## src/hw/rtl/mode_change_dwell_qualifier_unit_assert.svh

```systemverilog
// Assertion macros shared by the dwell qualifier RTL.
`ifndef MODE_CHANGE_DWELL_QUALIFIER_UNIT_ASSERT_SVH
`define MODE_CHANGE_DWELL_QUALIFIER_UNIT_ASSERT_SVH

// Same-cycle implication, disabled while reset is asserted.
`define MCDQ_ASSERT_NOW(name, clk, rst_n, ante, cons, msg) \
    name: assert property (@(posedge clk) disable iff (!rst_n) (ante) |-> (cons)) \
        else $error(msg);

// Next-cycle implication, disabled while reset is asserted.
`define MCDQ_ASSERT_NEXT(name, clk, rst_n, ante, cons, msg) \
    name: assert property (@(posedge clk) disable iff (!rst_n) (ante) |=> (cons)) \
        else $error(msg);

`endif

```

## src/hw/rtl/mcdq_pkg.sv

```systemverilog
// Types and constants of the mode change dwell qualifier.
package mcdq_pkg;

    // Mode code, carried as a plain 3-bit value (codes 5 to 7 pass through)
    typedef logic [2:0] mode_t;

    localparam mode_t MODE_IDLE      = 3'd0;
    localparam mode_t MODE_SOFT      = 3'd1;
    localparam mode_t MODE_CRUISE    = 3'd2;
    localparam mode_t MODE_OVERDRIVE = 3'd3;
    localparam mode_t MODE_PROTECT   = 3'd4;

    // Configuration register indexes
    localparam int CFG_INDEX_WIDTH = 3;
    typedef logic [CFG_INDEX_WIDTH-1:0] cfg_index_t;

    localparam cfg_index_t REG_SOFT_TO_CRUISE      = 3'd0;
    localparam cfg_index_t REG_CRUISE_TO_OVERDRIVE = 3'd1;
    localparam cfg_index_t REG_OVERDRIVE_TO_CRUISE = 3'd2;
    localparam cfg_index_t REG_PROTECT_TO_CRUISE   = 3'd3;
    localparam cfg_index_t REG_DEFAULT_GUARD       = 3'd4;

endpackage

```

## src/hw/rtl/mcdq_in_if.sv

```systemverilog
// Input frame channel: valid/ready handshake with present and requested mode.
interface mcdq_in_if;
    import mcdq_pkg::*;

    logic  valid;
    logic  ready;
    mode_t current_mode;
    mode_t desired_mode;

    modport source (output valid, output current_mode, output desired_mode, input ready);
    modport sink   (input valid, input current_mode, input desired_mode, output ready);
endinterface

```

## src/hw/rtl/mcdq_out_if.sv

```systemverilog
// Result channel: valid/ready handshake with granted mode and change flag.
interface mcdq_out_if;
    import mcdq_pkg::*;

    logic  valid;
    logic  ready;
    mode_t granted_mode;
    logic  mode_changed;

    modport source (output valid, output granted_mode, output mode_changed, input ready);
    modport sink   (input valid, input granted_mode, input mode_changed, output ready);
endinterface

```

## src/hw/rtl/mode_change_dwell_qualifier_unit.sv

```systemverilog
// Mode change dwell qualifier: frame register, qualify logic and result register.
//
// Usage:
//   in_ch  carries one frame per beat: current_mode and desired_mode.
//   out_ch returns one beat per frame: granted_mode and mode_changed.
//   cfg_we/cfg_index/cfg_data write the five delay registers (0 soft to cruise,
//   1 cruise to overdrive, 2 overdrive to cruise, 3 protection to cruise,
//   4 default guard); an index beyond 4 is ignored. Write only while idle.
// Timing:
//   A frame is accepted into the frame register, qualified there against the
//   dwell counters and registered into the result register when it advances.
//   One frame per cycle is sustained while out_ch.ready stays high; the
//   counter update in the qualify stage is combinational.
// Reset:
//   Delays clear to zero, the last request to idle, both counters to zero,
//   and both stages empty.
// Stall:
//   While out_ch.ready is low the result beat holds; one more frame waits in
//   the frame register and in_ch.ready drops until the result is taken.
`include "mode_change_dwell_qualifier_unit_assert.svh"

module mode_change_dwell_qualifier_unit #(
    parameter int DELAY_WIDTH = 16
) (
    input  logic                          clk,
    input  logic                          rst_n,
    mcdq_in_if.sink                       in_ch,
    mcdq_out_if.source                    out_ch,
    input  logic                          cfg_we,
    input  logic [mcdq_pkg::CFG_INDEX_WIDTH-1:0] cfg_index,
    input  logic [DELAY_WIDTH-1:0]        cfg_data
);
    import mcdq_pkg::*;

    localparam int COUNT_WIDTH = DELAY_WIDTH + 1;

    typedef logic [DELAY_WIDTH-1:0] delay_t;
    typedef logic [COUNT_WIDTH-1:0] count_t;

    // Delay registers
    delay_t soft_to_cruise_reg;
    delay_t cruise_to_overdrive_reg;
    delay_t overdrive_to_cruise_reg;
    delay_t protect_to_cruise_reg;
    delay_t default_guard_reg;

    // Dwell state
    mode_t  last_request_reg, last_request_next;
    count_t stable_count_reg, stable_count_next;
    count_t since_change_count_reg, since_change_count_next;

    // Frame register
    logic   s1_valid_reg;
    mode_t  s1_current_reg;
    mode_t  s1_desired_reg;

    // Result register
    logic   out_valid_reg;
    mode_t  out_granted_reg;
    logic   out_changed_reg;

    logic   s1_advance;
    count_t since_inc;
    count_t stable_base;
    count_t stable_inc;
    delay_t need;
    count_t need_ext;
    logic   qualified;
    mode_t  grant;
    logic   grant_change;

    // Handshake: the frame moves on when the result register is free or drains
    assign s1_advance   = s1_valid_reg && (!out_valid_reg || out_ch.ready);
    assign in_ch.ready  = !s1_valid_reg || s1_advance;

    assign out_ch.valid        = out_valid_reg;
    assign out_ch.granted_mode = out_granted_reg;
    assign out_ch.mode_changed = out_changed_reg;

    // Write configuration registers
    always_ff @(posedge clk or negedge rst_n)
    begin
        if (!rst_n)
        begin
            soft_to_cruise_reg      <= '0;
            cruise_to_overdrive_reg <= '0;
            overdrive_to_cruise_reg <= '0;
            protect_to_cruise_reg   <= '0;
            default_guard_reg       <= '0;
        end
        else if (cfg_we)
        begin
            case (cfg_index)
                REG_SOFT_TO_CRUISE:      soft_to_cruise_reg      <= cfg_data;
                REG_CRUISE_TO_OVERDRIVE: cruise_to_overdrive_reg <= cfg_data;
                REG_OVERDRIVE_TO_CRUISE: overdrive_to_cruise_reg <= cfg_data;
                REG_PROTECT_TO_CRUISE:   protect_to_cruise_reg   <= cfg_data;
                REG_DEFAULT_GUARD:       default_guard_reg       <= cfg_data;
                default: ;
            endcase
        end
    end

    // Saturating counter advance and request tracking
    always_comb
    begin
        since_inc   = (since_change_count_reg == '1) ? since_change_count_reg
                                                     : since_change_count_reg + 1'b1;
        stable_base = (s1_desired_reg != last_request_reg) ? '0 : stable_count_reg;
        stable_inc  = (stable_base == '1) ? stable_base : stable_base + 1'b1;
    end

    // Look up the required dwell for this transition
    always_comb
    begin
        if (s1_current_reg == s1_desired_reg || s1_desired_reg == MODE_PROTECT)
            need = '0;
        else if (s1_current_reg == MODE_SOFT && s1_desired_reg == MODE_CRUISE)
            need = soft_to_cruise_reg;
        else if (s1_current_reg == MODE_CRUISE && s1_desired_reg == MODE_OVERDRIVE)
            need = cruise_to_overdrive_reg;
        else if (s1_current_reg == MODE_OVERDRIVE && s1_desired_reg == MODE_CRUISE)
            need = overdrive_to_cruise_reg;
        else if (s1_current_reg == MODE_PROTECT && s1_desired_reg == MODE_CRUISE)
            need = protect_to_cruise_reg;
        else if ((s1_current_reg == MODE_IDLE && s1_desired_reg == MODE_SOFT)
              || (s1_current_reg == MODE_SOFT && s1_desired_reg == MODE_IDLE)
              || (s1_current_reg == MODE_CRUISE && s1_desired_reg == MODE_SOFT))
            need = '0;
        else
            need = default_guard_reg;
    end

    // Qualify the request and form next state
    always_comb
    begin
        need_ext     = {1'b0, need};
        qualified    = (stable_inc > need_ext) && (since_inc > need_ext);
        grant        = qualified ? s1_desired_reg : s1_current_reg;
        grant_change = (grant != s1_current_reg);

        last_request_next       = s1_desired_reg;
        stable_count_next       = stable_inc;
        since_change_count_next = grant_change ? '0 : since_inc;
    end

    // Advance dwell state once per frame that moves on
    always_ff @(posedge clk or negedge rst_n)
    begin
        if (!rst_n)
        begin
            last_request_reg       <= MODE_IDLE;
            stable_count_reg       <= '0;
            since_change_count_reg <= '0;
        end
        else if (s1_advance)
        begin
            last_request_reg       <= last_request_next;
            stable_count_reg       <= stable_count_next;
            since_change_count_reg <= since_change_count_next;
        end
    end

    // Frame register: load on each accepted beat, drop when it moves on
    always_ff @(posedge clk or negedge rst_n)
    begin
        if (!rst_n)
            s1_valid_reg <= 1'b0;
        else if (in_ch.ready)
            s1_valid_reg <= in_ch.valid;
    end

    always_ff @(posedge clk)
    begin
        if (in_ch.valid && in_ch.ready)
        begin
            s1_current_reg <= in_ch.current_mode;
            s1_desired_reg <= in_ch.desired_mode;
        end
    end

    // Result register: load on advance, drop when taken
    always_ff @(posedge clk or negedge rst_n)
    begin
        if (!rst_n)
            out_valid_reg <= 1'b0;
        else if (s1_advance)
            out_valid_reg <= 1'b1;
        else if (out_ch.ready)
            out_valid_reg <= 1'b0;
    end

    always_ff @(posedge clk)
    begin
        if (s1_advance)
        begin
            out_granted_reg <= grant;
            out_changed_reg <= grant_change;
        end
    end

    // Checks
    `MCDQ_ASSERT_NOW(a_counts_start_together, clk, rst_n,
        stable_count_reg == '0, since_change_count_reg == '0,
        "since-change count moved before any frame was qualified")
    `MCDQ_ASSERT_NEXT(a_new_request_restarts_dwell, clk, rst_n,
        s1_advance && (s1_desired_reg != last_request_reg),
        stable_count_reg == count_t'(1),
        "new request did not restart the stable count")
    `MCDQ_ASSERT_NEXT(a_change_clears_since, clk, rst_n,
        s1_advance && grant_change,
        out_changed_reg && since_change_count_reg == '0,
        "granted change did not clear the since-change count")
    `MCDQ_ASSERT_NEXT(a_stalled_frame_held, clk, rst_n,
        s1_valid_reg && !s1_advance,
        s1_valid_reg && out_valid_reg,
        "waiting frame lost while the result stage was full")

endmodule
```

## src/flat_wrapper.sv

```systemverilog
// flat-port wrapper written by rule: the top's interface ports become plain ports
module mode_change_dwell_qualifier_unit_flat import mcdq_pkg::*;
#(
    parameter int DELAY_WIDTH = 16
)
  (clk, rst_n, cfg_we, cfg_index, cfg_data, in_ch_valid, in_ch_current_mode, in_ch_desired_mode, in_ch_ready, out_ch_valid, out_ch_granted_mode, out_ch_mode_changed, out_ch_ready);
  mcdq_in_if in_ch_i ();
  mcdq_out_if out_ch_i ();
  input  logic clk;
  input  logic rst_n;
  input  logic cfg_we;
  input  logic [mcdq_pkg::CFG_INDEX_WIDTH-1:0] cfg_index;
  input  logic [DELAY_WIDTH-1:0] cfg_data;
  input wire logic [$bits(in_ch_i.valid)-1:0] in_ch_valid;
  input wire logic [$bits(in_ch_i.current_mode)-1:0] in_ch_current_mode;
  input wire logic [$bits(in_ch_i.desired_mode)-1:0] in_ch_desired_mode;
  output wire logic [$bits(in_ch_i.ready)-1:0] in_ch_ready;
  output wire logic [$bits(out_ch_i.valid)-1:0] out_ch_valid;
  output wire logic [$bits(out_ch_i.granted_mode)-1:0] out_ch_granted_mode;
  output wire logic [$bits(out_ch_i.mode_changed)-1:0] out_ch_mode_changed;
  input wire logic [$bits(out_ch_i.ready)-1:0] out_ch_ready;
  assign in_ch_i.valid = in_ch_valid;
  assign in_ch_i.current_mode = in_ch_current_mode;
  assign in_ch_i.desired_mode = in_ch_desired_mode;
  assign in_ch_ready = in_ch_i.ready;
  assign out_ch_valid = out_ch_i.valid;
  assign out_ch_granted_mode = out_ch_i.granted_mode;
  assign out_ch_mode_changed = out_ch_i.mode_changed;
  assign out_ch_i.ready = out_ch_ready;
  mode_change_dwell_qualifier_unit #(.DELAY_WIDTH(DELAY_WIDTH)) u_core (.clk(clk), .rst_n(rst_n), .in_ch(in_ch_i), .out_ch(out_ch_i), .cfg_we(cfg_we), .cfg_index(cfg_index), .cfg_data(cfg_data));
endmodule
```

## config.mk

```make
export PLATFORM = sky130hd
export DESIGN_NAME = mode_change_dwell_qualifier_unit_flat
export DESIGN_NICKNAME = d
export VERILOG_FILES = /design/src/hw/rtl/mcdq_pkg.sv /design/src/hw/rtl/mcdq_in_if.sv /design/src/hw/rtl/mcdq_out_if.sv /design/src/hw/rtl/mode_change_dwell_qualifier_unit.sv /design/src/flat_wrapper.sv
export VERILOG_INCLUDE_DIRS = /design/src /design/src/hw/rtl
export SDC_FILE = /design/constraint.sdc
export NUM_CORES = 1
export LEC_CHECK = 0
export BUFFER_PORTS_ARGS = -buffer_cell sky130_fd_sc_hd__buf_2
export CAP_MARGIN = 20
export CELL_PAD_IN_SITES_DETAIL_PLACEMENT = 1
export CELL_PAD_IN_SITES_GLOBAL_PLACEMENT = 1
export CORE_MARGIN = 5
export CORE_UTILIZATION = 35
export DETAILED_ROUTE_END_ITERATION = 10
export GPL_ROUTABILITY_DRIVEN = 0
export GPL_TIMING_DRIVEN = 0
export PLACE_DENSITY = 0.64
export SLEW_MARGIN = 20
export SYNTH_ARGS = -nofsm -noshare
export SYNTH_HDL_FRONTEND = slang
export SYNTH_SLANG_ARGS = --single-unit
```

## constraint.sdc

```tcl
create_clock -name clk -period 9.7 [get_ports clk]
set_input_delay 1.94 -clock clk [delete_from_list [all_inputs] [get_ports clk]]
set_output_delay 1.94 -clock clk [all_outputs]
set_load 0.01 [all_outputs]
```

### Word-level counts from Yosys, hierarchy flattened

Index checks and enable logic that the tools add are counted.

| storage, ports and cells | value |
|---|---|
| flip-flop bits (word level) | 129 |
| output and inout bits | 6 |
| logic and storage cells | 74 |

| operators by class | value |
|---|---|
| add/sub/neg operators | 2 |
| $lt $le $gt $ge | 2 |
| equality and inequality tests | 17 |
| mux-type cells | 13 |
| reductions and logical operators | 26 |

Operator list:

| operator | number |
|---|---|
| $mux W16 | 6 |
| $mux W17 | 4 |
| $add A17 B1 Y17 const B | 2 |
| $eq A17 B17 Y1 const B | 2 |
| $gt A17 B16 Y1 | 2 |
| $eq A3 B2 Y1 const B | 6 |
| $logic_and A1 B1 Y1 | 10 |
| $reduce_and A2 Y1 | 5 |
| $eq A3 B1 Y1 const B | 3 |
| $eq A3 B3 Y1 const B | 3 |
| $logic_not A3 Y1 | 3 |
| $ne A3 B3 Y1 | 2 |
| $logic_or A1 B1 Y1 | 5 |
| $eq A3 B3 Y1 | 1 |
| $mux W3 | 1 |
| $logic_not A1 Y1 | 2 |
| $mux W1 | 2 |
| $reduce_bool A2 Y1 | 1 |

### Depth between registers and ports, before layout

Gate-level depths: netlist (run 1).

| logic depth | value |
|---|---|
| depth in word-level cells | 15 |
| mapped depth | 23 |
| mapped depth without buffers | 19 |

### Least setup slack after synthesis (run 1)

Ideal clock, no wire load.

| timing path | value |
|---|---|
| kind | register -> register |
| from | register u_core.s1_desired_reg[1], in the netlist u_core.last_request_next[1] |
| to | register u_core.since_change_count_reg[12] |
| library setup time | 0.125 ns |
| data arrival time | 4.402 ns |
| setup slack | 5.173 ns |
| cell stages (with the launch flop) | 24 |
| cells stage by stage | edfxtp_1 -> buf_6 -> xnor2_4 -> and3_1 -> clkbuf_1 -> and2_1 -> ha_1 -> nand3_1 -> nor4_1 -> nor3_4 -> and4_1 -> clkbuf_1 -> nand3_1 -> xor2_1 -> nor2_1 -> ha_1 -> nand4_1 -> nor2_1 -> nor2_1 -> a211oi_1 -> o31ai_1 -> nor3_2 -> buf_2 -> nor3_1 |

RTL lines:

| element | line | RTL |
|---|---|---|
| from (decl) | mode_change_dwell_qualifier_unit.sv:55 | `mode_t s1_desired_reg;` |
| from (signal assigned) | mode_change_dwell_qualifier_unit.sv:178 | `s1_desired_reg <= in_ch.desired_mode;` |
| $ne A3 B3 Y1 * | mode_change_dwell_qualifier_unit.sv:109 | `stable_base = (s1_desired_reg != last_request_reg) ? '0 : stable_count_reg;` |
| $mux W17 * | mode_change_dwell_qualifier_unit.sv:109 |  |
| $add A17 B1 Y17 / $eq A17 B17 Y1 (equally long branches) | mode_change_dwell_qualifier_unit.sv:110 | `stable_inc = (stable_base == '1) ? stable_base : stable_base + 1'b1;` |
| $mux W17 * | mode_change_dwell_qualifier_unit.sv:110 |  |
| via u_core.stable_count_next[13] | mode_change_dwell_qualifier_unit.sv:49 | `count_t stable_count_reg, stable_count_next;` |
| $gt A17 B16 Y1 * | mode_change_dwell_qualifier_unit.sv:138 | `qualified = (stable_inc > need_ext) && (since_inc > need_ext);` |
| $logic_and A1 B1 Y1 * | mode_change_dwell_qualifier_unit.sv:138 |  |
| $mux W3 * | mode_change_dwell_qualifier_unit.sv:139 | `grant = qualified ? s1_desired_reg : s1_current_reg;` |
| $ne A3 B3 Y1 * | mode_change_dwell_qualifier_unit.sv:140 | `grant_change = (grant != s1_current_reg);` |
| $mux W17 * | mode_change_dwell_qualifier_unit.sv:144 | `since_change_count_next = grant_change ? '0 : since_inc;` |
| to (signal assigned) | mode_change_dwell_qualifier_unit.sv:160 | `since_change_count_reg <= since_change_count_next;` |
| to (decl) | mode_change_dwell_qualifier_unit.sv:50 | `count_t since_change_count_reg, since_change_count_next;` |

Mark *: on every way through the listed nets, which the timed path passes. The rest lies on a longest branch.
A chain may end at the register's enable or synchronous reset.

### Worst setup path after layout (run 1)

| timing path | value |
|---|---|
| from | register u_core.s1_desired_reg[0], in the netlist u_core.last_request_next[0] |
| to | register u_core.since_change_count_reg[13] |

Same word-level chain as after synthesis.

==> summary.txt, run 1 <==
Synth cell types - 57
Area overhead of the layout relative to synthesis - 15.8%
Number of optimization iterations in the first detailed-route pass - 5
Final number of max-transition violations - 0
Hold buffer count at CTS - 0
Clock Skew - 0.0102 ns
Fraction of the yosys area taken by sequential cells - 44.2%
Fillers - 2381
Via count of the first global-routing pass - 6324
Post-Place Cell Area - 7970 um^2
TritonCTS clock tree - done
Clock sink total - 129
Final sum of negative setup slack - 0 ns
Status - complete, no violations
Initial core utilization - 35.4%
Post-CTS Repair Setup Buffers - 0
Peak supply drop - 0.147 mV
Data required time at the worst endpoint - 10.00 ns
Startpoint of the lowest-slack hold path - u_core.overdrive_to_cruise_reg[5]
LEAKAGE - 0.00350 uW
Deepest clock path buffer count - 2
DRC marker count from the first detailed-route iteration - 290
Unrepaired setup endpoints after global routing - false
DRT antenna net count - 0
Logic pwr share - 21.8%
Fraction of power consumed by the clock network - 38.3%
I/O pins - 36
Total CTS buffers - 17
Destination of the worst hold path - u_core.overdrive_to_cruise_reg[5]
Ant. Diodes - 0
Worst Setup Start Kind - flip-flop
Count of maximum capacitance violations - 0
Placeable core area - 21000 um^2
Worst reg2reg setup slack - 3.83 ns
Count of cells along the worst register-to-register path - 23
Least-Margin Pin Slew - 1.02 ns
Final hold violation count - 0
Total nets after synthesis - 781
Average via count per standard cell - 5.51
Total overflow reported by the global router - 0
Worst skew pair latency - 0.43 ns
Sequential power share - 39.9%
Power spent charging and discharging nets - 515 uW
Post-placement worst setup slack - 3.80 ns
Setup crit end kind - flip-flop
First-pass GRT wire length - 34500 um
Post-Synthesis Cell Area - 7420 um^2
Hpwl dp - 15700 um
Number of warnings issued by yosys - 0
Pwr/cell area - 202 nW/um^2
Number of flops mapped to enable cells by yosys - 10
Reg-to-reg critical path startpoint - u_core.last_request_next[0]
Switching Share - 29.7%
Antenna violations before repair - 0
Flip-flop cell with the highest count after synthesis - sky130_fd_sc_hd__dfrtp_1
Die Span Y - 156 um
RR Endpoint - u_core.since_change_count_reg[13]
GRT Overall Usage - 18.0%
Total vias in the final route - 5833
Pin count of the biggest net entering global routing - 82
Post-Syn Area per Cell - 10.3 um^2
Worst setup path startpoint - u_core.last_request_next[0]
Post-cts gate resize count - 0
Slew HR - 31.4%
Post-Syn Instances - 717
Layout net count - 835
Count of buffers from port buffering - 34
Arrival time at the worst endpoint - 6.17 ns
Final instance area - 8600 um^2
Final routed DRC violation total - 0
Maximum clock frequency - 0.170 GHz
Max FO, Critical Path - 10
Final worst-path cycle share - 60.5%
Seq cells post-synth - 129
Average detailed-routed wire length per instance - 19.7 um
Internal power contribution - 1220 uW
Post-layout minimum cycle time - 5.87 ns
Share of synthesized registers carrying an async set or reset - 92.2%
Final count of negative-setup-slack endpoints - 0
CTS clk-pin slew, worst paths - 0.06 ns
Area of the die - 24200 um^2
Die Width - 156 um
Buffer cell driving the clock tree root - sky130_fd_sc_hd__clkbuf_16
Total number of placement rows - 53
CTS H-Tree Depth - 4
Ratio of cells with drive above 1 in the final layout - 21.9%
Worst Hold Depth - 1
Detailed-route wire length - 20900 um
Start-to-end type of the worst setup path - reg2reg
Worst path setup slack after routing - 3.83 ns
Worst slack on hold paths - 0.507 ns
HP Class - reg2reg
-- how the worst max path moves through the flow --
stage                     cells after the start                                 to  slack, ns
after CTS                                    23  u_core.since_change_count_reg[13]       3.77
after global placement                       23  u_core.since_change_count_reg[12]       4.09
after global routing                         23  u_core.since_change_count_reg[12]       3.42
after detailed placement                     23  u_core.since_change_count_reg[13]       3.80
final                                        23  u_core.since_change_count_reg[13]       3.83
after floorplan                              23  u_core.since_change_count_reg[12]       5.17
-- kinds of logic (layout without fill, tap and decap cells) --
kind of cell / after synthesis / in the layout / synth area share (%)
AND/OR/NAND/NOR: 220 / 220 / 15.2
adder cells (fa/ha/maj): 34 / 34 / 5.73
XOR/XNOR: 37 / 37 / 5.13
buffers and inverters: 47 / 114 / 2.75
AO/OA/AOI/OAI: 159 / 159 / 13.3
multiplexers: 91 / 91 / 13.7
flip-flops: 129 / 129 / 44.2
-- layer usage --
| layer | vias to the layer above | part of all wire, % | GRT usage, % |
|---|---|---|---|
| li1 | 2764 | - | - |
| met3 | 30 | 2.6 | 3.50 |
| met4 | 0 | 1.9 | 5.79 |
| met2 | 71 | 50 | 30.4 |
| met1 | 2968 | 46 | 23.2 |
| met5 | - | 0 | 0 |
-- per-stage QoR --
stage                     std cells  util (%)  power [uW]
after CTS                      1059      41.0        1750
final                          1059      41.0        1730
after global placement         1026      37.9        1050
after global routing           1059      41.0        1830
after floorplan                 717         -         949
after detailed placement       1027      38.1        1080
-- area by class of cell --
cell class / instances / area [um^2] / share of cell area [%]
tap: 275 / 344 / 4.00
buffer: 42 / 185 / 2.15
timing repair buffer: 35 / 204 / 2.37
multi-input combinational: 541 / 3950 / 45.9
sequential: 129 / 3280 / 38.1
inverter: 5 / 18.8 / 0.218
clock buffer: 23 / 498 / 5.79
clock inverter: 9 / 119 / 1.38
-- power by group through the flow --
stage / Combinational [uW] / Sequential, uW / Clock (uW)
detailed placement: 378 / 700 / 0
global placement: 358 / 693 / 0
finish: 378 / 692 / 665
floorplan: 266 / 683 / 0
CTS: 381 / 691 / 681
global route: 424 / 702 / 708
-- cell usage in the layout, fill, tap and decap left out, types with 27 or more instances in the layout --
master,instances
sky130_fd_sc_hd__clkbuf_1,31
sky130_fd_sc_hd__dfrtp_1,119
sky130_fd_sc_hd__buf_2,40
sky130_fd_sc_hd__o21ai_1,43
sky130_fd_sc_hd__a21oi_1,35
sky130_fd_sc_hd__nand3_1,27
sky130_fd_sc_hd__nor2_1,48
sky130_fd_sc_hd__ha_1,34
sky130_fd_sc_hd__nand2_1,62
sky130_fd_sc_hd__mux2_2,82
-- critical path, stage by stage, from the launching register on --
cell	delay (ns)
sky130_fd_sc_hd__edfxtp_1	0.39
sky130_fd_sc_hd__buf_6	0.16
sky130_fd_sc_hd__xnor2_4	0.27
sky130_fd_sc_hd__and3_1	0.27
sky130_fd_sc_hd__clkbuf_1	0.42
sky130_fd_sc_hd__and2_1	0.20
sky130_fd_sc_hd__ha_1	0.28
sky130_fd_sc_hd__nand3_1	0.13
sky130_fd_sc_hd__nor4_1	0.41
sky130_fd_sc_hd__nor3_4	0.13
sky130_fd_sc_hd__and4_1	0.23
sky130_fd_sc_hd__clkbuf_1	0.15
sky130_fd_sc_hd__nand3_1	0.14
sky130_fd_sc_hd__xor2_1	0.21
sky130_fd_sc_hd__nor2_1	0.10
sky130_fd_sc_hd__ha_1	0.35
sky130_fd_sc_hd__nand4_1	0.13
sky130_fd_sc_hd__nor2_1	0.14
sky130_fd_sc_hd__nor2_1	0.05
sky130_fd_sc_hd__a211oi_1	0.35
sky130_fd_sc_hd__o31ai_1	0.18
sky130_fd_sc_hd__nor3_2	0.56
sky130_fd_sc_hd__buf_2	0.37
sky130_fd_sc_hd__nor3_1	0.10
-- synthesized netlist by cell type (4+ instances only) --
master | count | area, um^2
sky130_fd_sc_hd__a31oi_1 | 4 | 25.0
sky130_fd_sc_hd__a21oi_1 | 35 | 175
sky130_fd_sc_hd__ha_1 | 34 | 425
sky130_fd_sc_hd__o21ai_0 | 20 | 100
sky130_fd_sc_hd__nor2_1 | 48 | 180
sky130_fd_sc_hd__a211oi_1 | 6 | 45.0
sky130_fd_sc_hd__a221o_1 | 15 | 150
sky130_fd_sc_hd__mux2_2 | 82 | 923
sky130_fd_sc_hd__xnor2_1 | 24 | 210
sky130_fd_sc_hd__and3_1 | 4 | 25.0
sky130_fd_sc_hd__nor4_1 | 5 | 31.3
sky130_fd_sc_hd__dfrtp_1 | 119 | 2980
sky130_fd_sc_hd__nand2b_1 | 6 | 37.5
sky130_fd_sc_hd__clkbuf_1 | 30 | 113
sky130_fd_sc_hd__and4_1 | 5 | 43.8
sky130_fd_sc_hd__o31ai_1 | 6 | 45.0
sky130_fd_sc_hd__inv_1 | 5 | 18.8
sky130_fd_sc_hd__nand2_1 | 62 | 233
sky130_fd_sc_hd__edfxtp_1 | 10 | 300
sky130_fd_sc_hd__and2_1 | 5 | 31.3
sky130_fd_sc_hd__buf_2 | 7 | 35.0
sky130_fd_sc_hd__nand3_1 | 27 | 135
sky130_fd_sc_hd__o21ai_1 | 43 | 215
sky130_fd_sc_hd__nand4_1 | 17 | 106
sky130_fd_sc_hd__mux2i_1 | 6 | 60.1
sky130_fd_sc_hd__xor2_1 | 10 | 87.6
sky130_fd_sc_hd__o211ai_1 | 18 | 135
sky130_fd_sc_hd__nor3_1 | 18 | 90.1
Note: power is estimated with default switching activity, not from simulation.
==> run 2, diff against run 1 <==
--- a/config.mk
+++ b/config.mk
@@ -15,7 +15,7 @@
 export DETAILED_ROUTE_END_ITERATION = 10
 export GPL_ROUTABILITY_DRIVEN = 0
 export GPL_TIMING_DRIVEN = 0
-export PLACE_DENSITY = 0.64
+export PLACE_DENSITY = 0.67
 export SLEW_MARGIN = 20
 export SYNTH_ARGS = -nofsm -noshare
 export SYNTH_HDL_FRONTEND = slang
==> constraint.sdc (replaced) <==
create_clock -name clk -period 5.05 [get_ports clk]
set_input_delay 1.01 -clock clk [delete_from_list [all_inputs] [get_ports clk]]
set_output_delay 1.01 -clock clk [all_outputs]
set_load 0.01 [all_outputs]
==> run 2 against run 1 <==
Against the previous run: critical path depth decreased by 1; combinational power increased by 98%; via count decreased by 1.1%; register-to-register slack got worse by 3.6 ns; clock skew increased by 0.0043 ns; total power increased by 89%.
==> summary.txt, run 2 (same netlist as run 1, synthesis figures left out) <==
Average detailed-routed wire length per instance - 18.8 um
Detailed-route wire length - 20200 um
Max FO, Critical Path - 8
Count of cells along the worst register-to-register path - 22
LEAKAGE - 0.00361 uW
TritonCTS clock tree - done
Pin count of the biggest net entering global routing - 90
Least-Margin Pin Slew - 1.07 ns
Ant. Diodes - 0
Data required time at the worst endpoint - 5.38 ns
Placeable core area - 21000 um^2
Most common cell after layout, fill and taps aside - sky130_fd_sc_hd__dfrtp_1
Deepest clock path buffer count - 2
Die Width - 156 um
Final number of max-transition violations - 0
Maximum clock frequency - 0.206 GHz
HP Class - in2async
Average via count per standard cell - 5.37
Ratio of cells with drive above 1 in the final layout - 26.2%
Status - complete, no violations
CTS H-Tree Depth - 4
Final routed DRC violation total - 0
Layout net count - 850
GRT Overall Usage - 17.1%
Clock Skew - 0.0145 ns
Final standard cell utilization of the core - 42.1%
Slew HR - 28.6%
Hpwl dp - 14800 um
First-pass GRT wire length - 32800 um
I/O pins - 36
Pwr/cell area - 371 nW/um^2
Buffer cell driving the clock tree root - sky130_fd_sc_hd__clkbuf_16
Final non-filler cell total - 1074
Final hold violation count - 0
Count of maximum capacitance violations - 0
Arrival time at the worst endpoint - 5.19 ns
Die Span Y - 156 um
Initial core utilization - 35.4%
Area overhead of the layout relative to synthesis - 18.9%
Placed Cells incl. Taps - 1027
Count of buffers from port buffering - 34
Worst slack on hold paths - 0.440 ns
CTS clk-pin slew, worst paths - 0.06 ns
Fillers - 2375
Commonest cells after routing, fill and taps aside - sky130_fd_sc_hd__dfrtp_1, sky130_fd_sc_hd__mux2_2, sky130_fd_sc_hd__nand2_1
Clock sink total - 129
DRT antenna net count - 0
Antenna violations before repair - 0
Total CTS buffers - 17
Total number of placement rows - 53
Worst Setup Start Kind - flip-flop
Number of optimization iterations in the first detailed-route pass - 4
Via count of the first global-routing pass - 5948
Area of the die - 24200 um^2
Peak supply drop - 0.194 mV
Total vias in the final route - 5766
Hold buffer count at CTS - 0
Final count of negative-setup-slack endpoints - 0
Start-to-end type of the worst setup path - reg2reg
Power, Total - 3280 uW
DRC marker count from the first detailed-route iteration - 294
Worst skew pair latency - 0.44 ns
Post-layout minimum cycle time - 4.85 ns
Setup crit end kind - flip-flop
Total overflow reported by the global router - 0
Final sum of negative setup slack - 0 ns
Final worst-path cycle share - 96.1%
-- run 2: report_power, final --
part           switching, uW  internal, uW
clock network            539           666
logic                    407           340
registers                106          1220
total                   1050          2220
-- run 2: through the flow --
stage | setup slack (ns) | instance area (um^2)
floorplan | 0.523 | 7420
global placement | -0.706 | 7940
detailed placement | -0.735 | 7980
CTS | 0.0464 | 8630
global route | -0.0770 | 8820
finish | 0.196 | 8820
-- run 2: worst max-delay path: stages, from the launching register on --
cell,delay (ns)
sky130_fd_sc_hd__edfxtp_1,0.37
sky130_fd_sc_hd__buf_6,0.16
sky130_fd_sc_hd__xnor2_4,0.23
sky130_fd_sc_hd__and3_4,0.27
sky130_fd_sc_hd__buf_4,0.11
sky130_fd_sc_hd__and2_1,0.19
sky130_fd_sc_hd__ha_4,0.20
sky130_fd_sc_hd__nand4_1,0.15
sky130_fd_sc_hd__nor4_4,0.40
sky130_fd_sc_hd__nand3_2,0.22
sky130_fd_sc_hd__nand4_1,0.21
sky130_fd_sc_hd__xor2_1,0.21
sky130_fd_sc_hd__nor2_1,0.08
sky130_fd_sc_hd__ha_1,0.34
sky130_fd_sc_hd__nand4_1,0.13
sky130_fd_sc_hd__buf_4,0.17
sky130_fd_sc_hd__nor4_4,0.31
sky130_fd_sc_hd__nor3_2,0.12
sky130_fd_sc_hd__o31ai_2,0.26
sky130_fd_sc_hd__buf_4,0.17
sky130_fd_sc_hd__nor3_4,0.05
sky130_fd_sc_hd__buf_6,0.16
sky130_fd_sc_hd__nor3_1,0.22
-- run 2: final timing paths --
path / startpoint / endpoint / slack (ns)
min: rst_n / u_core.since_change_count_reg[11] / 0.44
min reg2reg: u_core.soft_to_cruise_reg[0] / u_core.soft_to_cruise_reg[0] / 0.50
max in group asynchronous: rst_n / u_core.protect_to_cruise_reg[6] / 3.87
max: u_core.last_request_next[0] / u_core.since_change_count_reg[0] / 0.20
min in group clk: u_core.soft_to_cruise_reg[0] / u_core.soft_to_cruise_reg[0] / 0.50
max reg2reg: u_core.last_request_next[0] / u_core.since_change_count_reg[0] / 0.20
-- run 2: layer usage --
| layer | vias to the layer above | track usage (%) | wire length, um |
|---|---|---|---|
| met1 | 2908 | 23.3 | 9610 |
| met2 | 61 | 28.1 | 9880 |
| met3 | 13 | 3.33 | 569 |
| li1 | 2784 | - | - |
| met5 | - | 0 | 0 |
| met4 | 0 | 4.34 | 181 |
-- run 2: area by class of cell --
cell class / count / area [um^2] / share of cell area [%]
Tap cell: 275 / 344 / 3.90
Clock buffer: 18 / 439 / 4.98
Inverter: 5 / 18.8 / 0.213
Buffer: 42 / 204 / 2.31
Clock inverter: 14 / 133 / 1.50
Timing Repair Buffer: 50 / 322 / 3.64
Sequential cell: 129 / 3280 / 37.2
Multi-Input combinational cell: 541 / 4090 / 46.3
-- run 2: repair_timing --
action | CTS | global route
endpoints found under the setup margin | 21 | 21
pin swaps | 3 | 19
setup buffers | 2 | 12
gates resized for setup | 12 | 25
